==> config.mk <==
export PLATFORM = sky130hd
export DESIGN_NAME = s20_front
export DESIGN_NICKNAME = d
export VERILOG_FILES = /design/src/rtl/assert_macros.svh /design/src/rtl/s20_pkg.sv /design/src/rtl/s20_front.sv
export SDC_FILE = /design/constraint.sdc
export NUM_CORES = 1
export LEC_CHECK = 0
export BUFFER_PORTS_ARGS = -buffer_cell sky130_fd_sc_hd__buf_2
export CAP_MARGIN = 15
export CORE_UTILIZATION = 50
export CTS_CLUSTER_DIAMETER = 80
export DETAILED_ROUTE_END_ITERATION = 16
export GPL_TIMING_DRIVEN = 0
export MAX_ROUTING_LAYER = met4
export PLACE_DENSITY = 0.83
export REMOVE_ABC_BUFFERS = 1
export SYNTH_ARGS = -nofsm -noshare
export SYNTH_HDL_FRONTEND = slang
export SYNTH_SLANG_ARGS = --single-unit
==> constraint.sdc <==
create_clock -name clk -period 3.8 [get_ports clk]
set_input_delay 0.19 -clock clk [delete_from_list [all_inputs] [get_ports clk]]
set_output_delay 0.19 -clock clk [all_outputs]
set_load 0.02 [all_outputs]
==> src/rtl/assert_macros.svh <==
// Assertion helpers shared by the cipher RTL.
// Each macro checks one implication on the rising clock edge while reset is
// released. Synthesis builds see empty bodies.
`ifndef ASSERT_MACROS_SVH
`define ASSERT_MACROS_SVH

`ifndef SYNTHESIS

// Same-cycle implication.
`define ASSERT_IMPLIES(label, clk, rst_n, ante, cons) \
    label: assert property (@(posedge clk) disable iff (!rst_n) (ante) |-> (cons)) \
        else $error("assertion failed");

// Next-cycle implication.
`define ASSERT_NEXT(label, clk, rst_n, ante, cons) \
    label: assert property (@(posedge clk) disable iff (!rst_n) (ante) |=> (cons)) \
        else $error("assertion failed");

`else

`define ASSERT_IMPLIES(label, clk, rst_n, ante, cons)
`define ASSERT_NEXT(label, clk, rst_n, ante, cons)

`endif

`endif

==> src/rtl/s20_pkg.sv <==
package s20_pkg;

    // Default lane width in bytes; anything above 8 behaves as 8.
    localparam int LANE_BYTES_DEF = 8;

    // Request queue between front and back.
    localparam int QUEUE_DEPTH = 4;
    localparam int QPTR_W      = $clog2(QUEUE_DEPTH);
    localparam int QCNT_W      = $clog2(QUEUE_DEPTH + 1);

    // Register indexes on the write port.
    localparam logic [2:0] REG_KEY0   = 3'd0;
    localparam logic [2:0] REG_KEY1   = 3'd1;
    localparam logic [2:0] REG_KEY2   = 3'd2;
    localparam logic [2:0] REG_KEY3   = 3'd3;
    localparam logic [2:0] REG_NONCE  = 3'd4;
    localparam logic [2:0] REG_MODE   = 3'd5;
    localparam logic [2:0] REG_ROUNDS = 3'd6;

    // Key modes.
    localparam logic [1:0] MODE_64  = 2'd0;
    localparam logic [1:0] MODE_128 = 2'd1;
    localparam logic [1:0] MODE_256 = 2'd2;

    localparam logic [3:0] ROUNDS_RESET = 4'd5;

    // Constant words of the hash input.
    localparam logic [31:0] SIGMA0  = 32'h61707865;
    localparam logic [31:0] TAU3_32 = 32'h3320646e;
    localparam logic [31:0] TAU3_16 = 32'h3120646e;
    localparam logic [31:0] TAU3_08 = 32'h3020646e;
    localparam logic [31:0] MID_32  = 32'h79622d32;
    localparam logic [31:0] MID_16  = 32'h79622d36;
    localparam logic [31:0] MID_08  = 32'h79622d38;
    localparam logic [31:0] SIGMA3  = 32'h6b206574;

    // Quarter-round rotate amounts.
    localparam int ROT_A = 7;
    localparam int ROT_B = 9;
    localparam int ROT_C = 13;
    localparam int ROT_D = 18;

    typedef logic [31:0] word_t;
    typedef word_t [15:0] state_t;
    typedef word_t [3:0] quad_t;

    typedef struct packed {
        logic [63:0] data_word;
        logic [3:0]  byte_count;
        logic        message_end;
    } in_req_t;

    typedef struct packed {
        logic [63:0] out_word;
        logic [3:0]  out_count;
        logic        out_last;
    } out_req_t;

    typedef struct packed {
        logic [63:0] key_part_0;
        logic [63:0] key_part_1;
        logic [63:0] key_part_2;
        logic [63:0] key_part_3;
        logic [63:0] nonce_value;
        logic [1:0]  key_mode;
        logic [3:0]  double_rounds;
    } cfg_t;

    // One classified request: byte_count already saturated, base is the
    // first keystream byte of its lane.
    typedef struct packed {
        in_req_t     req;
        logic        new_block;
        logic [5:0]  base;
        logic [63:0] counter;
    } qentry_t;

    typedef struct packed {
        logic nonempty;
        logic full;
    } q_stat_t;

    typedef struct packed {
        logic busy;
        logic done;
    } core_stat_t;

    typedef enum logic [1:0] {
        CORE_IDLE,
        CORE_ROUND,
        CORE_FINAL
    } core_state_t;

    function automatic word_t rotl(input word_t v, input int s);
        return (v << s) | (v >> (32 - s));
    endfunction

    function automatic quad_t quarter(input word_t a, input word_t b,
                                      input word_t c, input word_t d);
        quad_t r;
        r[1] = b ^ rotl(a + d, ROT_A);
        r[2] = c ^ rotl(r[1] + a, ROT_B);
        r[3] = d ^ rotl(r[2] + r[1], ROT_C);
        r[0] = a ^ rotl(r[3] + r[2], ROT_D);
        return r;
    endfunction

    function automatic state_t column_round(input state_t w);
        state_t r;
        quad_t  q0;
        quad_t  q1;
        quad_t  q2;
        quad_t  q3;
        q0 = quarter(w[0], w[4], w[8], w[12]);
        q1 = quarter(w[5], w[9], w[13], w[1]);
        q2 = quarter(w[10], w[14], w[2], w[6]);
        q3 = quarter(w[15], w[3], w[7], w[11]);
        r[0]  = q0[0]; r[4]  = q0[1]; r[8]  = q0[2]; r[12] = q0[3];
        r[5]  = q1[0]; r[9]  = q1[1]; r[13] = q1[2]; r[1]  = q1[3];
        r[10] = q2[0]; r[14] = q2[1]; r[2]  = q2[2]; r[6]  = q2[3];
        r[15] = q3[0]; r[3]  = q3[1]; r[7]  = q3[2]; r[11] = q3[3];
        return r;
    endfunction

    function automatic state_t row_round(input state_t w);
        state_t r;
        quad_t  q0;
        quad_t  q1;
        quad_t  q2;
        quad_t  q3;
        q0 = quarter(w[0], w[1], w[2], w[3]);
        q1 = quarter(w[5], w[6], w[7], w[4]);
        q2 = quarter(w[10], w[11], w[8], w[9]);
        q3 = quarter(w[15], w[12], w[13], w[14]);
        r[0]  = q0[0]; r[1]  = q0[1]; r[2]  = q0[2]; r[3]  = q0[3];
        r[5]  = q1[0]; r[6]  = q1[1]; r[7]  = q1[2]; r[4]  = q1[3];
        r[10] = q2[0]; r[11] = q2[1]; r[8]  = q2[2]; r[9]  = q2[3];
        r[15] = q3[0]; r[12] = q3[1]; r[13] = q3[2]; r[14] = q3[3];
        return r;
    endfunction

endpackage

==> src/rtl/s20_front.sv <==
module s20_front #(
    parameter int LANE_BYTES = s20_pkg::LANE_BYTES_DEF
) (
    input  logic              clk,
    input  logic              rst_n,
    input  logic              in_valid,
    output logic              in_stall,
    input  s20_pkg::in_req_t  in_req,
    input  s20_pkg::q_stat_t  q_stat,
    output logic              push,
    output s20_pkg::qentry_t  entry
);

    localparam int LANE_MAX  = (LANE_BYTES > 8) ? 8 : LANE_BYTES;
    localparam int LANES     = 64 / LANE_MAX;
    localparam int LAST_BASE = (LANES - 1) * LANE_MAX;

    localparam logic [3:0] LANE_MAX_C  = 4'(LANE_MAX);
    localparam logic [5:0] LANE_STEP   = 6'(LANE_MAX);
    localparam logic [5:0] LAST_BASE_C = 6'(LAST_BASE);

    logic [63:0] counter_reg;
    logic [63:0] counter_next;
    logic [5:0]  base_reg;
    logic [5:0]  base_next;
    logic        new_block;
    logic [3:0]  count_sat;

    assign in_stall  = q_stat.full;
    assign push      = in_valid && !q_stat.full;
    assign new_block = (base_reg == '0);
    assign count_sat = (in_req.byte_count > LANE_MAX_C) ? LANE_MAX_C : in_req.byte_count;

    always_comb
    begin
        entry.req.data_word   = in_req.data_word;
        entry.req.byte_count  = count_sat;
        entry.req.message_end = in_req.message_end;
        entry.new_block       = new_block;
        entry.base            = base_reg;
        entry.counter         = counter_reg;
    end

    // Advance lane offset and block counter; a message end starts over.
    always_comb
    begin
        counter_next = counter_reg;
        base_next    = base_reg;
        if (push)
        begin
            if (new_block)
                counter_next = counter_reg + 64'd1;
            if (base_reg == LAST_BASE_C)
                base_next = '0;
            else
                base_next = base_reg + LANE_STEP;
            if (in_req.message_end)
            begin
                counter_next = '0;
                base_next    = '0;
            end
        end
    end

    always_ff @(posedge clk or negedge rst_n)
    begin
        if (!rst_n)
        begin
            counter_reg <= '0;
            base_reg    <= '0;
        end
        else
        begin
            counter_reg <= counter_next;
            base_reg    <= base_next;
        end
    end

endmodule

**After elaboration in Yosys (flattened, before gate mapping)**

Cells that the tools add are included.

- Bits in registers: 70
- Output and inout port bits: 142
- Logic and storage cells: 16

- Add/subtract/negate cells: 2
- $lt $le $gt $ge: 1
- Eq/ne operators: 1
- Muxes and demuxes: 5
- Reductions and logical operators: 5

Operator list:

| kind | number |
|---|---|
| 2-to-1 mux 64 bit | 2 |
| adder 64 x 1 -> 64 bit (second input constant) | 1 |
| 2-to-1 mux 6 bit | 2 |
| adder 6 x 4 -> 6 bit (second input constant) | 1 |
| equality test 6 bit (second input constant) | 1 |
| zero test 6 bit | 1 |
| > comparator 4 bit (second input constant) | 1 |
| 2-to-1 mux 4 bit | 1 |
| AND reduction 2 bit | 1 |
| nonzero test 2 bit | 1 |
| logical AND 1 bit | 1 |
| zero test 1 bit | 1 |

**Longest topological paths before layout**

- Depth in word-level cells: 3
- Mapped depth: 8

**Worst setup path after synthesis**

Ideal clock, no wire load.

- Path type: register to register
- Start: register base_reg[5]
- End: register counter_reg[58]
- Library setup time: 0.078 ns
- Arrival time: 2.409 ns
- Slack: 1.313 ns
- Stages on the path, launching flop included: 8
- Buffers on the path: 1
- Cells stage by stage: dfrtp_1 > or3_1 > buf_2 > clkinv_2 > o2111ai_4 > or4b_4 > or4_1 > a21oi_1

- Longest elaborated chain between the ends: 3

Ends and longest elaborated chain:

| what | RTL line | RTL |
|---|---|---|
| start, declared | s20_front.sv:24 | `logic [5:0] base_reg;` |
| start signal, assigned | s20_front.sv:75 | `base_reg <= base_next;` |
| zero test 6 bit | s20_front.sv:31 | `assign new_block = (base_reg == '0);` |
| named net new_block | s20_front.sv:26 | `logic new_block;` |
| nonzero test 2 bit (no line) | -- |  |
| AND reduction 2 bit (no line) | -- |  |
| end signal, assigned | s20_front.sv:74 | `counter_reg <= counter_next;` |
| end, declared | s20_front.sv:22 | `logic [63:0] counter_reg;` |

The timed path passes the listed nets, and every way through them passes these cells.
A chain may end at the register's enable or synchronous reset.

**Final worst setup path**

- Start: register base_reg[5]
- End: register counter_reg[58]

- Longest elaborated chain between the ends: 3

Ends and longest elaborated chain:

| what | RTL line |
|---|---|
| zero test 6 bit | s20_front.sv:31 |
| nonzero test 2 bit (no line) | -- |
| AND reduction 2 bit (no line) | -- |

Every way passes these cells.

==> out/results.ini <==
[sta]
hold_ws_ps = 221.5
fin_setup_tns_ps = 0
tightest_slew_ps = 1035
rsz0062_at_grt = no
drv_slew = 0
skew_ps = 5.666
fin_crit_sh_pct = 72.40
hold_violations = 0
post-route-min-period_ps = 2751
clock.fmax_ghz = 0.3635
finalWorstSetupSlack_ps = 1049
finalSetupViolations = 0
relSlewSlack_pct = 30.44

[routing]
drc = 0
antenna_left = 0
routed_wl_mm = 15.36
num_vias = 3875
firstDrtPassIters = 4
avgViaCountPerCell = 6.342
drtIter0Drc = 318
wl_per_cell_um = 25.14

[place]
port-buffer-count = 83
gp_congestion = 0.9128
place_hpwl_mm = 12.14
placedCellCount = 594
placed_area_sq_mm = 0.004260
dp_slack_ps = 1095

[power_and_ir_drop]
power_frac_clock_pct = 35.5
p_int_mw = 1.015
power_density_mw_per_mm2 = 324.7
sw_frac_of_total_pct = 29.48
p_seq_share_pct = 53.1
finalPower_mw = 1.439
leakagePower_nw = 1.966
switchingPower_mw = 0.4241
vdd_ir_drop_max_mv = 0.2325
p_comb_share_pct = 11.4

[cts]
cts.htree.levels = 3
tritoncts = done
clk_path_buf_depth = 2
clkTransAtPathRegs_ps = 70
post_cts_buffers = 0
clkSinkCount = 67
root_buffer = clkbuf_8
cts_buffers = 9
clkLatencyLatePin_ps = 340

[cells_and_area]
final_cell_count_no_fill = 611
largest_register_ffs = 64
drive_gt1_share_pct = 22.33
final_cell_area_sq_mm = 0.004431
fin_nets = 577
fill_cells = 758
antenna_cells = 0
area_growth_pct = 3.994
final_core_util_pct = 53.92

[global_route]
grt_pass1_wl_mm = 21.93
overflow = 0
grt_usage_pct = 36.33
antenna_found_initial = 0
grt_pass1_vias = 3344
grt_max_degree = 68

[logic_synthesis]
muxShareOfSynthArea_pct = 0
ys_seq_area_share_pct = 39.35
synth_cell_type_count = 49
yosys.area_share.simple_pct = 27.58
syn_area_per_cell_sq_um = 8.730
synth_seq_cells = 67
ys.flop_type = dfrtp_1
yosysWarnings = 0
synth_compound_area_share_pct = 11.31
synth_most_common_cell = buf_4
synth_area_leaders = dfrtp_1 39%, buf_4 12%, nor2_1 4.1%
synth-xor-area-share_pct = 6.373
synth_edf_count = 0
synthArstFlopShare_pct = 100.0
synthTopCellsByCount = 70 x buf_4, 67 x dfrtp_1, 47 x nor2_1, 33 x nand2_1, 30 x a21oi_1
synth_top_area_cell = dfrtp_1
synth_top_family_by_area = simple AND/OR/NAND/NOR gates
synthCells = 488
synth_area_sq_mm = 0.004260
synth_top_area_share_pct = 39.35
synth-adder-area-share_pct = 0.5874

[setup_path]
slowest_delay_ps = 670
worst_setup_path_start_kind = flop
crit_chain = or3_1, clkinv_2, o2111ai_4, or4b_4, or4_1, a21oi_1
cpLargestDelayFamily = simple AND/OR/NAND/NOR gates
cp-end-kind = flop
setup.worst_path.class = flop to flop
slowest_stage = or4b_4
cp_max_fo = 16
cp.buffers_inverters = 1
required_ps = 4060
worstPathArrival_ps = 3020

[die]
die_y_um = 94.31
die_area_sq_mm = 0.008893
dieWidth_um = 94.31
pin_count = 216
core-area_sq_mm = 0.008217
start_util_pct = 51.85
rows = 33

[job]
drv_cap = 0

[hold_path]
hold_class = primary input to flop

[run_status]
status = finished clean

[cell usage in the layout, fill, tap and decap left out, drive strengths merged, types with 6 or more instances in the layout]
cell type  netlist  routed
clkbuf          12      10
and3             9       9
nand4           22      22
a21oi           30      30
o21ai           26      26
nor2            47      47
nand2           33      33
nor3            11      11
nand3           28      28
xor2            11      11
inv              8       8
nor4            16      16
clkinv           1       6
o31ai            6       6
xnor2           20      20
or4              8       8
dfrtp           67      67
buf             73      84
and4             7       7
or3             23      23
[area by class of cell]
cell class,instances,area [sq um],share of cell area [%]
multi-input combinational,329,1972,44.51
sequential,67,1677,37.84
timing repair buffer,85,455.4,10.28
tap,105,131.4,2.965
clock buffer,10,127.6,2.881
inverter,9,35.03,0.7907
clock inverter,6,32.53,0.7343
[repair_timing]
item / CTS / global route
hold buffers: 1 / 0
endpoints found under the hold margin: 37 / 0
gates resized for setup: 0 / 0
[logic make-up (layout without fill, tap and decap cells)]
kind of cell             after synthesis  count (layout)
AND/OR/NAND/NOR                      216             216
flip-flops                            67              67
AO/OA/AOI/OAI                         77              77
adder cells (fa/ha/maj)                2               2
buffers and inverters                 94             110
XOR/XNOR                              31              31
other                                  1               3
[worst paths after layout]
| check | start | endpoint | slack [ps] | depth (start not counted) |
|---|---|---|---|---|
| max | base_reg[5] | counter_reg[58] | 1050 | 6 |
| min | in_req[0] | base_reg[5] | 220 | 2 |
| max reg2reg | base_reg[5] | counter_reg[58] | 1050 | 6 |
| min reg2reg | counter_reg[63] | counter_reg[63] | 560 | 2 |
| max in group asynchronous | rst_n | counter_reg[44] | 2720 | 2 |
| min in group asynchronous | rst_n | counter_reg[24] | 520 | 2 |
[routing by layer]
layer	wire, um	GRT usage, %
met1	4977	35.93
met2	6888	53.20
met3	3191	31.96
met4	305	8.462
met5	0	-
[worst register-to-register path, delay by kind of cell (launching register included)]
kind / cells / cell delay, ps
and+or+nand+nor: 3 / 1680
AOI/OAI and AO/OA: 2 / 430
DFF: 1 / 420
buffers and inverters: 1 / 150
[power groups by stage]
stage               Combinational, mW  Clock, mW  Sequential [mW]
finish                          0.164      0.510            0.764
global route                    0.182      0.552            0.768
CTS                             0.165      0.514            0.763
detailed placement              0.164          0            0.776
global placement                0.157          0            0.775
floorplan                      0.0694          0            0.797
(Power assumes the default switching activity.)
