--- config.mk ---
export PLATFORM = sky130hd
export DESIGN_NAME = s20_queue
export DESIGN_NICKNAME = d
export VERILOG_FILES = /design/src/rtl/s20_pkg.sv /design/src/rtl/s20_queue.sv
export VERILOG_INCLUDE_DIRS = /design/src /design/src/rtl
export SDC_FILE = /design/constraint.sdc
export NUM_CORES = 1
export LEC_CHECK = 0
export BUFFER_PORTS_ARGS = -buffer_cell sky130_fd_sc_hd__buf_2
export CORE_ASPECT_RATIO = 0.9
export CORE_MARGIN = 2
export CORE_UTILIZATION = 30
export DETAILED_ROUTE_END_ITERATION = 7
export PLACE_DENSITY = 0.58
export REMOVE_ABC_BUFFERS = 1
export SLEW_MARGIN = 15
export SYNTH_ARGS = -nofsm -noshare
export SYNTH_HDL_FRONTEND = slang
export SYNTH_SLANG_ARGS = --single-unit
--- constraint.sdc ---
create_clock -name clk -period 5.69 [get_ports clk]
set_input_delay 1.138 -clock clk [delete_from_list [all_inputs] [get_ports clk]]
set_output_delay 1.138 -clock clk [all_outputs]
set_load 0.01 [all_outputs]
--- src/rtl/assert_macros.svh ---
// Assertion helpers shared by the cipher RTL.
// Each macro checks one implication on the rising clock edge while reset is
// released. Synthesis builds see empty bodies.
`ifndef ASSERT_MACROS_SVH
`define ASSERT_MACROS_SVH

`ifndef SYNTHESIS

// Same-cycle implication.
`define ASSERT_IMPLIES(label, clk, rst_n, ante, cons) \
    label: assert property (@(posedge clk) disable iff (!rst_n) (ante) |-> (cons)) \
        else $error("assertion failed");

// Next-cycle implication.
`define ASSERT_NEXT(label, clk, rst_n, ante, cons) \
    label: assert property (@(posedge clk) disable iff (!rst_n) (ante) |=> (cons)) \
        else $error("assertion failed");

`else

`define ASSERT_IMPLIES(label, clk, rst_n, ante, cons)
`define ASSERT_NEXT(label, clk, rst_n, ante, cons)

`endif

`endif

--- src/rtl/s20_pkg.sv ---
package s20_pkg;

    // Default lane width in bytes; anything above 8 behaves as 8.
    localparam int LANE_BYTES_DEF = 8;

    // Request queue between front and back.
    localparam int QUEUE_DEPTH = 4;
    localparam int QPTR_W      = $clog2(QUEUE_DEPTH);
    localparam int QCNT_W      = $clog2(QUEUE_DEPTH + 1);

    // Register indexes on the write port.
    localparam logic [2:0] REG_KEY0   = 3'd0;
    localparam logic [2:0] REG_KEY1   = 3'd1;
    localparam logic [2:0] REG_KEY2   = 3'd2;
    localparam logic [2:0] REG_KEY3   = 3'd3;
    localparam logic [2:0] REG_NONCE  = 3'd4;
    localparam logic [2:0] REG_MODE   = 3'd5;
    localparam logic [2:0] REG_ROUNDS = 3'd6;

    // Key modes.
    localparam logic [1:0] MODE_64  = 2'd0;
    localparam logic [1:0] MODE_128 = 2'd1;
    localparam logic [1:0] MODE_256 = 2'd2;

    localparam logic [3:0] ROUNDS_RESET = 4'd5;

    // Constant words of the hash input.
    localparam logic [31:0] SIGMA0  = 32'h61707865;
    localparam logic [31:0] TAU3_32 = 32'h3320646e;
    localparam logic [31:0] TAU3_16 = 32'h3120646e;
    localparam logic [31:0] TAU3_08 = 32'h3020646e;
    localparam logic [31:0] MID_32  = 32'h79622d32;
    localparam logic [31:0] MID_16  = 32'h79622d36;
    localparam logic [31:0] MID_08  = 32'h79622d38;
    localparam logic [31:0] SIGMA3  = 32'h6b206574;

    // Quarter-round rotate amounts.
    localparam int ROT_A = 7;
    localparam int ROT_B = 9;
    localparam int ROT_C = 13;
    localparam int ROT_D = 18;

    typedef logic [31:0] word_t;
    typedef word_t [15:0] state_t;
    typedef word_t [3:0] quad_t;

    typedef struct packed {
        logic [63:0] data_word;
        logic [3:0]  byte_count;
        logic        message_end;
    } in_req_t;

    typedef struct packed {
        logic [63:0] out_word;
        logic [3:0]  out_count;
        logic        out_last;
    } out_req_t;

    typedef struct packed {
        logic [63:0] key_part_0;
        logic [63:0] key_part_1;
        logic [63:0] key_part_2;
        logic [63:0] key_part_3;
        logic [63:0] nonce_value;
        logic [1:0]  key_mode;
        logic [3:0]  double_rounds;
    } cfg_t;

    // One classified request: byte_count already saturated, base is the
    // first keystream byte of its lane.
    typedef struct packed {
        in_req_t     req;
        logic        new_block;
        logic [5:0]  base;
        logic [63:0] counter;
    } qentry_t;

    typedef struct packed {
        logic nonempty;
        logic full;
    } q_stat_t;

    typedef struct packed {
        logic busy;
        logic done;
    } core_stat_t;

    typedef enum logic [1:0] {
        CORE_IDLE,
        CORE_ROUND,
        CORE_FINAL
    } core_state_t;

    function automatic word_t rotl(input word_t v, input int s);
        return (v << s) | (v >> (32 - s));
    endfunction

    function automatic quad_t quarter(input word_t a, input word_t b,
                                      input word_t c, input word_t d);
        quad_t r;
        r[1] = b ^ rotl(a + d, ROT_A);
        r[2] = c ^ rotl(r[1] + a, ROT_B);
        r[3] = d ^ rotl(r[2] + r[1], ROT_C);
        r[0] = a ^ rotl(r[3] + r[2], ROT_D);
        return r;
    endfunction

    function automatic state_t column_round(input state_t w);
        state_t r;
        quad_t  q0;
        quad_t  q1;
        quad_t  q2;
        quad_t  q3;
        q0 = quarter(w[0], w[4], w[8], w[12]);
        q1 = quarter(w[5], w[9], w[13], w[1]);
        q2 = quarter(w[10], w[14], w[2], w[6]);
        q3 = quarter(w[15], w[3], w[7], w[11]);
        r[0]  = q0[0]; r[4]  = q0[1]; r[8]  = q0[2]; r[12] = q0[3];
        r[5]  = q1[0]; r[9]  = q1[1]; r[13] = q1[2]; r[1]  = q1[3];
        r[10] = q2[0]; r[14] = q2[1]; r[2]  = q2[2]; r[6]  = q2[3];
        r[15] = q3[0]; r[3]  = q3[1]; r[7]  = q3[2]; r[11] = q3[3];
        return r;
    endfunction

    function automatic state_t row_round(input state_t w);
        state_t r;
        quad_t  q0;
        quad_t  q1;
        quad_t  q2;
        quad_t  q3;
        q0 = quarter(w[0], w[1], w[2], w[3]);
        q1 = quarter(w[5], w[6], w[7], w[4]);
        q2 = quarter(w[10], w[11], w[8], w[9]);
        q3 = quarter(w[15], w[12], w[13], w[14]);
        r[0]  = q0[0]; r[1]  = q0[1]; r[2]  = q0[2]; r[3]  = q0[3];
        r[5]  = q1[0]; r[6]  = q1[1]; r[7]  = q1[2]; r[4]  = q1[3];
        r[10] = q2[0]; r[11] = q2[1]; r[8]  = q2[2]; r[9]  = q2[3];
        r[15] = q3[0]; r[12] = q3[1]; r[13] = q3[2]; r[14] = q3[3];
        return r;
    endfunction

endpackage

--- src/rtl/s20_queue.sv ---
`include "assert_macros.svh"

module s20_queue (
    input  logic              clk,
    input  logic              rst_n,
    input  logic              push,
    input  s20_pkg::qentry_t  entry,
    input  logic              pop,
    output s20_pkg::qentry_t  head,
    output s20_pkg::q_stat_t  q_stat
);

    localparam int DEPTH  = s20_pkg::QUEUE_DEPTH;
    localparam int PTR_W  = s20_pkg::QPTR_W;
    localparam int CNT_W  = s20_pkg::QCNT_W;
    localparam logic [CNT_W-1:0] DEPTH_C = CNT_W'(DEPTH);

    s20_pkg::qentry_t  mem_reg [DEPTH];
    logic [PTR_W-1:0]  wr_ptr_reg;
    logic [PTR_W-1:0]  rd_ptr_reg;
    logic [CNT_W-1:0]  count_reg;
    logic [CNT_W-1:0]  count_next;

    assign head            = mem_reg[rd_ptr_reg];
    assign q_stat.nonempty = (count_reg != '0);
    assign q_stat.full     = (count_reg == DEPTH_C);

    always_comb
    begin
        count_next = count_reg;
        if (push && !pop)
            count_next = count_reg + 1'b1;
        else if (pop && !push)
            count_next = count_reg - 1'b1;
    end

    always_ff @(posedge clk or negedge rst_n)
    begin
        if (!rst_n)
        begin
            wr_ptr_reg <= '0;
            rd_ptr_reg <= '0;
            count_reg  <= '0;
        end
        else
        begin
            if (push)
                wr_ptr_reg <= (wr_ptr_reg == PTR_W'(DEPTH - 1)) ? '0 : wr_ptr_reg + 1'b1;
            if (pop)
                rd_ptr_reg <= (rd_ptr_reg == PTR_W'(DEPTH - 1)) ? '0 : rd_ptr_reg + 1'b1;
            count_reg <= count_next;
        end
    end

    always_ff @(posedge clk)
    begin
        if (push)
            mem_reg[wr_ptr_reg] <= entry;
    end

    `ASSERT_IMPLIES(a_count_bound, clk, rst_n, 1'b1, count_reg <= DEPTH_C)
    `ASSERT_IMPLIES(a_no_pop_empty, clk, rst_n, pop, count_reg != '0)
    `ASSERT_NEXT(a_push_grows, clk, rst_n, push && !pop, count_reg == $past(count_reg) + 1'b1)

endmodule

---- Word level (Yosys, flattened, before mapping) ----
Memory sizes are Yosys's and may differ from the RTL's.
Index checks and enable logic that the tools add are counted.
W data, S select, Z words.
storage, ports and cells
  register bits after elaboration ......... 7
  output and inout port bits .............. 142
  word-level logic and storage cells ...... 23
  memories kept ........................... 1
  memory bits (writable) .................. 560
memories
  memory   words  width  read ports  clocked after Yosys merged registers in  wr ports  RTL line         source
  mem_reg  4      140    1           0                                        1         s20_queue.sv:18  s20_pkg::qentry_t mem_reg [DEPTH];
operators by class
  reductions and logical operators ........ 6
  $add $sub $neg .......................... 4
  eq/ne operators ......................... 3
  mux-type cells .......................... 6
operators with widths
  cell                   count
  $mux W3                2
  $add A2 B1 Y2 const B  2
  $eq A2 B2 Y1 const B   2
  $mux W2                2
  $add A3 B1 Y3 const B  1
  $eq A3 B3 Y1 const B   1
  $reduce_bool A3 Y1     1
  $sub A3 B1 Y3 const B  1
  $logic_and A1 B1 Y1    2
  $logic_not A1 Y1       2
  $mux W1                2
  $reduce_bool A2 Y1     1

---- Logic depth before layout (Yosys ltp) ----
Gate-level depths: netlist of run 1.
  depth in word-level cells ............... 4
  gate-level depth with buffers ........... 7
  depth with buffers taken out ............ 7

---- Worst setup path after synthesis of run 1 ----
OpenSTA, ideal clock, no wires.
  path kind ............................... input port to flip-flop
  from .................................... input port push
  to ...................................... memory mem_reg[0][0] (netlist name) (enable)
  arrival time ............................ 4.338 ns
  stages .................................. 1
  required time ........................... 5.174 ns
  slack ................................... 0.836 ns
  path buffers ............................ 0
  path through ............................ and2_1
between the ends
  longest elaborated chain between the ends .. 2
ends and longest elaborated chain
  what                           RTL line         source
  from (decl)                    s20_queue.sv:6   input logic push,
  $mux W1                        s20_queue.sv:57  if (push)
  $mux W1 (not written as such)  s20_queue.sv:58  mem_reg[wr_ptr_reg] <= entry;
  to (decl)                      s20_queue.sv:18
No other way between the ends.

==> results.md, run 1 <==
* Outcome: completed
* Root buf cell: clkbuf_16
* Die width at 280.2 µm
* Synth top area share at roughly four fifths
* Post-route clock period utilization at about 70%
* Gr ovfl total at 0
* Post-Route WL at 41960 µm
* Share of cells above drive strength 1 at between 40% and 50%
* Worst hold margin at 370.4 ps
* RSZ-0062 raised after global routing: false
* Residual DRC at 0
* Post-synth EDFFs at 560
* Syn Area/Cell at 26.79 µm²
* Slew Limit Headroom at approximately 36%
* DR iter-0 viols at 474
* P per Cell Area at around 500 nW/µm²
* Number of max-cap violations at 0
* Kind of critical path: flip-flop to output pin
* Clock skew at 17.71 ps
* Die Ht at 252.6 µm
* Critical path peak fanout at 40
* WP data required at around 4600 ps
* Cells after synthesis at about 770
* Final Net Count at 1249
* Critical path launch point type: flip-flop
* Max VDD drop at 0.0003264 V
* CTS tree: built
* Final Hold Viols at 0
* Gr usage total at 11.73%
* Largest net degree at the start of global routing at about 70
* Mapped Area at slightly above 20000 µm²
* H-tree Lvls at 2
* Arrival @ worst endpoint at 2810 ps
* Busiest grt layer: met2
* Post-synthesis cell type count at 19
* Antenna-violating nets left at 0
* Worst-path clk slew at 60 ps
* Fmax at roughly 250 MHz
* Final min period at 3944 ps
* Area Overhead vs Synth at 21.18%
* Met1 GRT Util at between 10% and 20%
* Met3 GRT Util at 4.040%
* Measured slew at the worst slew-check pin at 959.9 ps
* Fin util at 36.61%
* Via total after detailed routing at 9206
* Initial core utilization at 30.21%
* Row Count at 91
* Clock latency on the worst-skew pair at 590 ps
* Number of synthesized register bits at between 500 and 600
* Largest area contributor in the netlist: edfxtp_1
* Setup WS post-layout at 1746 ps
* Post-CTS setup buffers at 0
* Synth async-reset ratio at under 10%
* Post-CTS sizing at 0
* Multi-input gate area in the final layout at 3386 µm²
* Routability cong. at 0.6683
* CTS buffer count at 59
* Worst min path class: input port to async pin
* Vias per cell at roughly 4.5
* Pwr Total at between 10 and 15 mW
* Number of top-level pins at around 290
* Die Footprint at 70780 µm²
* Post-DP HPWL at 24210 µm
* Area of the core at ~68000 µm²
* Worst setup EP type: output pin
* GRT met2 Usage at 19.48%
* Length of the first detailed-routing pass in iterations at 4
* Max reg flops at 560
* CTS Hold Bufs at 0
* Top cells by instance count after synthesis: edfxtp_1 (560), mux4_2 (140), buf_2 (16), buf_6 (10), dfrtp_1 (7)
* Ys Warns at 0
* Most instantiated library cell after synthesis: edfxtp_1
* Sink Count at 567
* Ranking of synthesized cells by area: edfxtp_1 (82%), mux4_2 (15%), dfrtp_1 (0.85%)
* IO Port Bufs at ~290
* Top FF cell, synth: edfxtp_1
* Avg WL per Cell at 20.66 µm
* Vias in the first global route at 9993
* Sequential area share after synthesis at 82.48%
* Clock buffer depth at 3
* # setup viols final at 0
* Max-slew violation count at 0
* Initial antenna violation count at 9
* Fill count at ~6200
* Sequential standard cell area at 17000 µm²
* LEAKAGE at roughly 8.3 nW
* Placement Setup Slack at between 2000 and 2500 ps
* First-pass GRT wire length at 62090 µm
==> worst max-delay path: stages, from the launching register on <==
cell and delay, ps:
dfrtp_4 1000, buf_4 460, mux4_2 570, buf_2 160
==> final timing paths <==
kind                               start             end  slack (ps)  depth (start not counted)
max                        rd_ptr_reg[0]        head[34]        1750                          3
min                                rst_n    count_reg[1]         370                          1
max reg2reg                wr_ptr_reg[0]  mem_reg[0][52]        3330                          4
min reg2reg                 count_reg[2]    count_reg[2]         490                          1
max in group asynchronous          rst_n   rd_ptr_reg[0]        5140                          1
min in group clk            count_reg[2]    count_reg[2]         490                          1
==> power by group <==
| group | switching [mW] | internal (mW) | total, mW |
|---|---|---|---|
| registers | 0.302 | 5.35 | 5.65 |
| clock network | 1.53 | 2.10 | 3.63 |
| logic | 1.78 | 1.58 | 3.36 |
==> metal layers <==
layer  routed length (µm)  up-vias
met4                  920       16
met1                16950     4847
met5                  105        -
li1                     -     4004
met3                 3258       85
met2                20730      254
==> through the flow <==
stage               cells  area, µm²  TNS (ps)
global placement     1920      23130         0
detailed placement   1920      23130         0
finish               2031      24970         0
global route         2028      24960         0
floorplan             737      20380   -220050
CTS                  2027      24960         0
==> area by class of cell <==
class                      instances  area share [%]
multi-input combinational        166           13.56
clock buffer                      80           6.400
timing repair buffer             300           6.515
inverter                           4         0.06014
sequential                       567           68.09
tap                              883           4.425
clock inverter                    27          0.9071
antenna                            4         0.04009
==> cells in the final DEF, fill, tap and decap left out, types with 4 or more instances in the layout <==
cell type	instances
and2_4	4
buf_12	7
buf_2	285
buf_4	8
clkbuf_1	19
clkbuf_16	61
clkinv_1	10
clkinv_2	6
dfrtp_1	5
diode_2	4
edfxtp_1	560
ha_1	6
inv_1	4
inv_6	4
mux4_2	140
==> cell families after synthesis <==
family                   Yosys count  synth area share [%]
AO/OA/AOI/OAI                      2               0.04859
adder cells (fa/ha/maj)            7                0.4616
buffers and inverters             36                 1.136
XOR/XNOR                           3                0.1276
AND/OR/NAND/NOR                   11                0.2794
flip-flops                       567                 82.48
multiplexers                     143                 15.47
Power figures use the tool's default switching activity.
==> run 2, diff against run 1 <==
--- a/config.mk
+++ b/config.mk
@@ -11,7 +11,7 @@
 export CORE_MARGIN = 2
 export CORE_UTILIZATION = 30
 export DETAILED_ROUTE_END_ITERATION = 7
-export PLACE_DENSITY = 0.58
+export PLACE_DENSITY = 0.6
 export REMOVE_ABC_BUFFERS = 1
 export SLEW_MARGIN = 15
 export SYNTH_ARGS = -nofsm -noshare
==> constraint.sdc (replaced) <==
create_clock -name clk -period 3.29 [get_ports clk]
set_input_delay 0.658 -clock clk [delete_from_list [all_inputs] [get_ports clk]]
set_output_delay 0.658 -clock clk [all_outputs]
set_load 0.01 [all_outputs]
==> results.md, run 2 (synthesized netlist as in run 1, its figures left out) <==
* Number of top-level pins at 286 (unchanged)
* Share of cells above drive strength 1 at 47.41% (was 46.07%)
* Fmax at approximately 340 MHz
* RSZ-0062 raised after global routing: false (unchanged)
* DR iter-0 viols at 606 (was 474)
* Via total after detailed routing at 9176 (was 9206)
* IO Port Bufs at 285 (unchanged)
* Clock buffer depth at 3 (unchanged)
* Worst Reg2Reg Path Length in Cells at 4 (unchanged)
* # setup viols final at 0 (unchanged)
* Measured slew at the worst slew-check pin at 798.7 ps (was 959.9 ps)
* Crit path from: rd_ptr_reg[0] (unchanged)
* Number of max-cap violations at 0 (unchanged)
* Residual DRC at 0 (unchanged)
* Pwr Total at 22.27 mW (was 12.65 mW)
* P_sw at 6.330 mW (was 3.617 mW)
* Worst R2R End: mem_reg[0][46] (was mem_reg[0][52])
* Post-Route WL at 42170 µm (was 41960 µm)
* Max VDD drop at 0.0004643 V (was 0.0003264 V)
* Switching Fraction at 28.42% (was 28.60%)
* CTS buffer count at 59 (unchanged)
* Final min period at 2933 ps
* Most common cell after layout, fill and taps aside: edfxtp_1 (unchanged)
* Clock skew at 10.70 ps (was 17.71 ps)
* Final Hold Viols at 0 (unchanged)
* Clk pwr share at 29.3% (was 28.7%)
* Vias per cell at 4.494 (was 4.533)
* Vias in the first global route at 9772 (was 9993)
* Post-DP HPWL at 25440 µm (was 24210 µm)
* Kind of critical path: flip-flop to output pin (unchanged)
* Slew Limit Headroom at 46.75% (was 36.01%)
* Outcome: completed (unchanged)
* Arrival @ worst endpoint at 2270 ps (was 2810 ps)
* WP data required at 2630 ps (was 4550 ps)
* Row Count at 91 (unchanged)
* Critical path launch point type: flip-flop (unchanged)
* Antenna-violating nets left at 0 (unchanged)
* Sequential power share at 42.7% (was 44.7%)
* LEAKAGE at 8.492 nW (was 8.333 nW)
* Area Overhead vs Synth at 22.70% (was 21.18%)
* RR Startpoint: wr_ptr_reg[0] (unchanged)
* Gr ovfl total at 0 (unchanged)
* Die Ht at 252.6 µm (unchanged)
* Max reg flops at 560 (unchanged)
* Post-route clock period utilization at 89.15%
* Avg WL per Cell at 20.65 µm (was 20.66 µm)
* Most frequent cells in the layout: edfxtp_1 (560), buf_2 (285), mux4_2 (140), clkbuf_16 (59), buf_12 (18) (was edfxtp_1 (560), buf_2 (285), mux4_2 (140), clkbuf_16 (61), clkbuf_1 (19))
* DP Area at 23370 µm² (was 23130 µm²)
* Largest net degree at the start of global routing at 72 (was 71)
* H-tree Lvls at 2 (unchanged)
* P per Cell Area at 881.0 nW/µm² (was 506.6 nW/µm²)
* Post-CTS sizing at 0 (unchanged)
* Internal power at 15.94 mW (was 9.031 mW)
* Share of total power in combinational logic at 28.1% (was 26.6%)
* Clock latency on the worst-skew pair at 600 ps (was 590 ps)
* Finished Layout Cells at 2042 (was 2031)
* Area of the core at 68200 µm² (unchanged)
* First-pass GRT wire length at 61370 µm (was 62090 µm)
* Length of the first detailed-routing pass in iterations at 6 (was 4)
* Routability cong. at 0.6930 (was 0.6683)
* Critical path peak fanout at 54 (was 40)
* R2R Setup Slk at 1300 ps (was 3330 ps)
* Root buf cell: clkbuf_16 (unchanged)
* CP endpoint: head[9] (was head[34])
* Max-slew violation count at 0 (unchanged)
* Post-Layout Inst Area at 25280 µm² (was 24970 µm²)
* Placed cells at 1933 (was 1920)
* Final Net Count at 1263 (was 1249)
* Die width at 280.2 µm (unchanged)
* Initial core utilization at 30.21% (unchanged)
* Initial antenna violation count at 9 (unchanged)
* Worst setup EP type: output pin (unchanged)
* Worst-path clk slew at 60 ps (about the same)
* Worst min path class: input port to flip-flop (was input port to async pin)
* Sink Count at 567 (unchanged)
* Die Footprint at 70780 µm² (unchanged)
* CTS tree: built (unchanged)
* Gr usage total at 11.73% (about the same)
==> run 2: changes by cell type in the layout (fill, tap and decap cells not counted), sizes merged <==
cell and delta:
clkinv +12, diode -3, bufinv +4, inv -2
clkbuf -14, buf +13, dlygate4sd3 +1
==> run 2: how the worst min path moves through the flow <==
stage | start | end | depth (start not counted)
6_report | entry[83] | mem_reg[3][83] | 1
5_1_grt | entry[83] | mem_reg[3][83] | 1
4_1_cts | entry[83] | mem_reg[3][83] | 1
3_5_place_dp | count_reg[2] | count_reg[2] | 1
3_3_place_gp | count_reg[2] | count_reg[2] | 1
2_1_floorplan | rst_n | count_reg[0] | 0
==> run 2: power groups by stage <==
| stage | Clock, mW | Combinational, mW | Sequential, mW |
|---|---|---|---|
| 3_5_place_dp | 0 | 6.44 | 9.67 |
| 4_1_cts | 6.72 | 6.48 | 9.53 |
| 3_3_place_gp | 0 | 6.43 | 9.60 |
| 2_1_floorplan | 0 | 3.14 | 10.2 |
| 6_report | 6.51 | 6.25 | 9.51 |
| 5_1_grt | 6.99 | 6.77 | 9.60 |
==> run 2: critical path, stage by stage (launching register included) <==
cell,delay (ps)
dfrtp_4,470
buf_12,390
mux4_2,600
buf_2,160
==> run 2: per-layer routing <==
| layer | vias up | GRT usage (%) | part of all wire (%) |
|---|---|---|---|
| met1 | 4807 | 14.91 | 41 |
| met3 | 72 | 4.280 | 8.3 |
| met4 | 16 | 3.438 | 2.1 |
| met2 | 249 | 18.84 | 48 |
| li1 | 4032 | - | - |
| met5 | - | 0 | 0.24 |
==> run 2: per-stage QoR <==
stage               util [%]  setup TNS [ps]  setup WS, ps  hold slack, ps
floorplan                  -        -1098360         -3481           362.4
global placement       34.26               0         938.7           464.5
detailed placement     34.26               0         924.5           504.2
CTS                    37.06               0         262.2           214.7
global route           37.06               0         205.7           221.6
finish                 37.06               0         357.0           267.2
==> run 2: what timing repair did <==
action / in CTS / in global routing
hold buffers: 1 / 0
endpoints found under the hold margin: 7 / 0
setup buffers: 0 / 0
==> run 2: final cells by class <==
class / count / area, µm²
clock inverters: 41 / 396.6
inverters: 4 / 15.01
diodes: 1 / 2.502
clock buffers: 66 / 1503
multi-input cells: 166 / 3386
well taps: 883 / 1105
repair buffers: 314 / 1872
fillers: 6161 / 42920
flip-flops and latches: 567 / 17000
==> run 3, diff against run 2 <==
--- a/config.mk
+++ b/config.mk
@@ -6,12 +6,13 @@
 export SDC_FILE = /design/constraint.sdc
 export NUM_CORES = 1
 export LEC_CHECK = 0
+export ABC_AREA = 1
 export BUFFER_PORTS_ARGS = -buffer_cell sky130_fd_sc_hd__buf_2
 export CORE_ASPECT_RATIO = 0.9
 export CORE_MARGIN = 2
-export CORE_UTILIZATION = 30
+export CORE_UTILIZATION = 53
 export DETAILED_ROUTE_END_ITERATION = 7
-export PLACE_DENSITY = 0.6
+export PLACE_DENSITY = 0.88
 export REMOVE_ABC_BUFFERS = 1
 export SLEW_MARGIN = 15
 export SYNTH_ARGS = -nofsm -noshare
==> results.md, run 3 <==
* Outcome: completed (unchanged)
* Die Ht at 204.9 µm (was 252.6 µm)
* Fill count at 3120 (was 6161)
* Delay of the slowest cell on the worst path at 500 ps (was 600 ps)
* Post-DP HPWL at 30360 µm (was 25440 µm)
* Gr usage total at 21.38% (was 11.73%)
* Worst-path clk slew at 60 ps (about the same)
* Syn Area/Cell at 14.09 µm² (was 26.79 µm²)
* Slew Limit Headroom at 54.97% (was 46.75%)
* Clock buffer depth at 3 (unchanged)
* Area Overhead vs Synth at 16.42% (was 22.70%)
* CTS buffer count at 55 (was 59)
* Final min period at 3037 ps (was 2933 ps)
* Buf/Inv on CP at 3 (was 2)
* Final Net Count at 2133 (was 1263)
* Post-synthesis cell type count at 21 (was 19)
* IO Port Bufs at 285 (unchanged)
* Fin util at 62.58% (was 37.06%)
* Root buf cell: clkbuf_16 (unchanged)
* Max reg flops at 560 (unchanged)
* Post-synthesis adder-cell area fraction at 0.4001% (was 0.4616%)
* Critical path peak fanout at 49 (was 54)
* Post-route clock period utilization at 92.32% (was 89.15%)
* Top FF cell, synth: edfxtp_1 (unchanged)
* Synth top area share at 70.76% (was 81.63%)
* Ranking of synthesized cells by area: edfxtp_1 (71%), o211ai_2 (12%), nand2_1 (6.9%) (was edfxtp_1 (82%), mux4_2 (15%), dfrtp_1 (0.85%))
* Sink Count at 567 (unchanged)
* CP delay by family, top: buffers and inverters (was multiplexers)
* Gr ovfl total at 0 (unchanged)
* Routability cong. at 0.7878 (was 0.6930)
* # setup viols final at 0 (unchanged)
* Vias per cell at 5.278 (was 4.494)
* Most frequent cells in the layout: edfxtp_1 (560), nand2_1 (436), inv_1 (287), buf_2 (285), o211ai_2 (219) (was edfxtp_1 (560), buf_2 (285), mux4_2 (140), clkbuf_16 (59), buf_12 (18))
* Mapped Area at 23760 µm² (was 20600 µm²)
* RSZ-0062 raised after global routing: false (unchanged)
* Number of synthesized register bits at 567 (unchanged)
* Largest area contributor in the netlist: edfxtp_1 (unchanged)
* Clock skew at 26.17 ps (was 10.70 ps)
* First-pass GRT wire length at 76090 µm (was 61370 µm)
* Via total after detailed routing at 13870 (was 9176)
* Max VDD drop at 0.0006316 V (was 0.0004643 V)
* Vias in the first global route at 14180 (was 9772)
* Residual DRC at 0 (unchanged)
* Synth Area in Compound Gates at 13.54% (was 0.04859%)
* Top cells by instance count after synthesis: edfxtp_1 (560), nand2_1 (436), inv_1 (291), o211ai_2 (219), o211ai_1 (61) (was edfxtp_1 (560), mux4_2 (140), buf_2 (16), buf_6 (10), dfrtp_1 (7))
* Cells after synthesis at 1687 (was 769)
* Placed cells at 2524 (was 1933)
* Largest family of logic cells by synthesized area: compound AO/OA/AOI/OAI gates (was multiplexers)
* Kind of critical path: flip-flop to output pin (unchanged)
* Measured slew at the worst slew-check pin at 675.5 ps (was 798.7 ps)
* Post-Route WL at 49720 µm (was 42170 µm)
* Number of top-level pins at 286 (unchanged)
* WP data required at 2630 ps (about the same)
* Initial core utilization at 53.76% (was 30.21%)
* Die Footprint at 46550 µm² (was 70780 µm²)
* Sequential area share after synthesis at 71.50% (was 82.48%)
* Area of the core at 44210 µm² (was 68200 µm²)
* Post-Synth XOR/XNOR Area at 0.03686% (was 0.1275%)
* Largest net degree at the start of global routing at 89 (was 72)
* Placement Setup Slack at 799.4 ps (was 924.5 ps)
* Final Hold Viols at 0 (unchanged)
* Arrival @ worst endpoint at 2380 ps (was 2270 ps)
* Synth async-reset ratio at 1.235% (unchanged)
* Critical-path cell list: inv_8, buf_4, nand2_1, o211ai_1, nand2_1, buf_2 (was buf_12, mux4_2, buf_2)
* Antenna-violating nets left at 0 (unchanged)
* CTS tree: built (unchanged)
* DR iter-0 viols at 1020 (was 606)
* Post-Synth Simple-Gate Area at 7.003% (was 0.2794%)
* Critical path launch point type: flip-flop (unchanged)
* Avg WL per Cell at 18.92 µm (was 20.65 µm)
* Length of the first detailed-routing pass in iterations at 5 (was 6)
* Max-slew violation count at 0 (unchanged)
* Row Count at 73 (was 91)
* Setup WS post-layout at 252.8 ps (was 357.0 ps)
* Slowest CP cell: buf_4 (was mux4_2)
* Mux cell area share after synthesis at 0% (was 15.47%)
* Worst setup EP type: output pin (unchanged)
* Number of max-cap violations at 0 (unchanged)
* P per Cell Area at 867.5 nW/µm² (was 881.0 nW/µm²)
* Most common cell after layout, fill and taps aside: edfxtp_1 (unchanged)
* Worst hold margin at 261.1 ps (was 267.2 ps)
* Post-CTS setup buffers at 0 (unchanged)
* Most instantiated library cell after synthesis: edfxtp_1 (unchanged)
* CP dominant cell by count: nand2_1
* Share of cells above drive strength 1 at 31.39% (was 47.41%)
* Ys Warns at 0 (unchanged)
* H-tree Lvls at 2 (unchanged)
* Post-synth EDFFs at 560 (unchanged)
* LEAKAGE at 11.34 nW (was 8.492 nW)
* Initial antenna violation count at 11 (was 9)
* Worst min path class: input port to flip-flop (unchanged)
* Clock latency on the worst-skew pair at 600 ps (about the same)
* Fmax at 329.3 MHz (was 341.0 MHz)
* Finished Layout Cells at 2628 (was 2042)
* Die width at 227.2 µm (was 280.2 µm)
## run 3: cell count changes in the layout (fill, tap and decap cells not counted), sizes merged, moves of 2 or more
cell      before  now
clkinv        28   21
nand2          2  436
diode          1    5
o211ai         0  280
bufinv         7    5
mux2           3    0
mux4         140    0
xor2           2    0
buf          313  330
clkinvlp       3    5
and2           4    0
inv            7  294
o21ai          2    4
## run 3: layout make-up
cell class | instances | area [µm²] | area share (%)
Antenna cell | 5 | 12.51 | 0.04522
Clock inverter | 32 | 294.0 | 1.063
Sequential cell | 567 | 17000 | 61.43
Multi-Input combinational cell | 734 | 4986 | 18.02
Inverter | 293 | 1132 | 4.093
Timing Repair Buffer | 331 | 2016 | 7.286
Tap cell | 600 | 750.7 | 2.713
Clock buffer | 66 | 1480 | 5.350
## run 3: what timing repair did
action / 4_1_cts / 5_1_grt
endpoints found under the setup margin: 0 / 2
gates resized for setup: 0 / 1
hold endpoints to repair: 7 / 0
hold buffers: 1 / 0
## run 3: final timing paths
| path | endpoint | from | slack (ps) | cells after the start |
|---|---|---|---|---|
| worst min register to register | count_reg[2] | count_reg[2] | 510 | 2 |
| worst min-delay path | mem_reg[2][104] | entry[104] | 260 | 1 |
| max in group asynchronous | rd_ptr_reg[1] | rst_n | 2690 | 2 |
| worst max register to register | mem_reg[2][30] | wr_ptr_reg[0] | 1220 | 5 |
| worst max-delay path | head[43] | rd_ptr_reg[0] | 250 | 6 |
| min in group asynchronous | count_reg[1] | rst_n | 430 | 2 |
## run 3: cell families (layout without fill, tap and decap cells)
group | Yosys count | count (layout)
other | 0 | 5
XOR/XNOR | 1 | 1
adder cells (fa/ha/maj) | 7 | 7
AND/OR/NAND/NOR | 442 | 442
AO/OA/AOI/OAI | 284 | 284
buffers and inverters | 386 | 722
flip-flops | 567 | 567
## run 3: report_power, final
part           switching, mW  total [mW]  internal, mW
registers              0.351        9.60          9.25
clock network           2.61        6.20          3.58
logic                   5.39        8.20          2.82
## run 3: per-stage QoR
| stage | instance area (µm²) | power (mW) | TNS [ps] |
|---|---|---|---|
| after floorplan | 23080 | 14.48 | -1098480 |
| after global placement | 25870 | 17.63 | 0 |
| after detailed placement | 25870 | 17.97 | 0 |
| after CTS | 27650 | 24.19 | 0 |
| after global routing | 27660 | 25.25 | 0 |
| final | 27670 | 24.00 | 0 |
## run 3: routing by layer
| layer | vias up | wire [µm] | part of all wire [%] | global-route usage (%) |
|---|---|---|---|---|
| met5 | - | 76 | 0.15 | 0 |
| met4 | 14 | 1109 | 2.2 | 6.303 |
| met3 | 95 | 4145 | 8.3 | 6.526 |
| met2 | 475 | 24730 | 50 | 36.63 |
| met1 | 6788 | 19660 | 40 | 26.12 |
| li1 | 6498 | - | - | - |
## run 3: worst reg2reg max path: cells and delay by family (launching register included)
| kind | cells | cell delay (ps) |
|---|---|---|
| adder cells (fa/ha/maj) | 1 | 160 |
| AND/OR/NAND/NOR | 1 | 110 |
| buffers and inverters | 3 | 1040 |
| flip-flops | 1 | 410 |
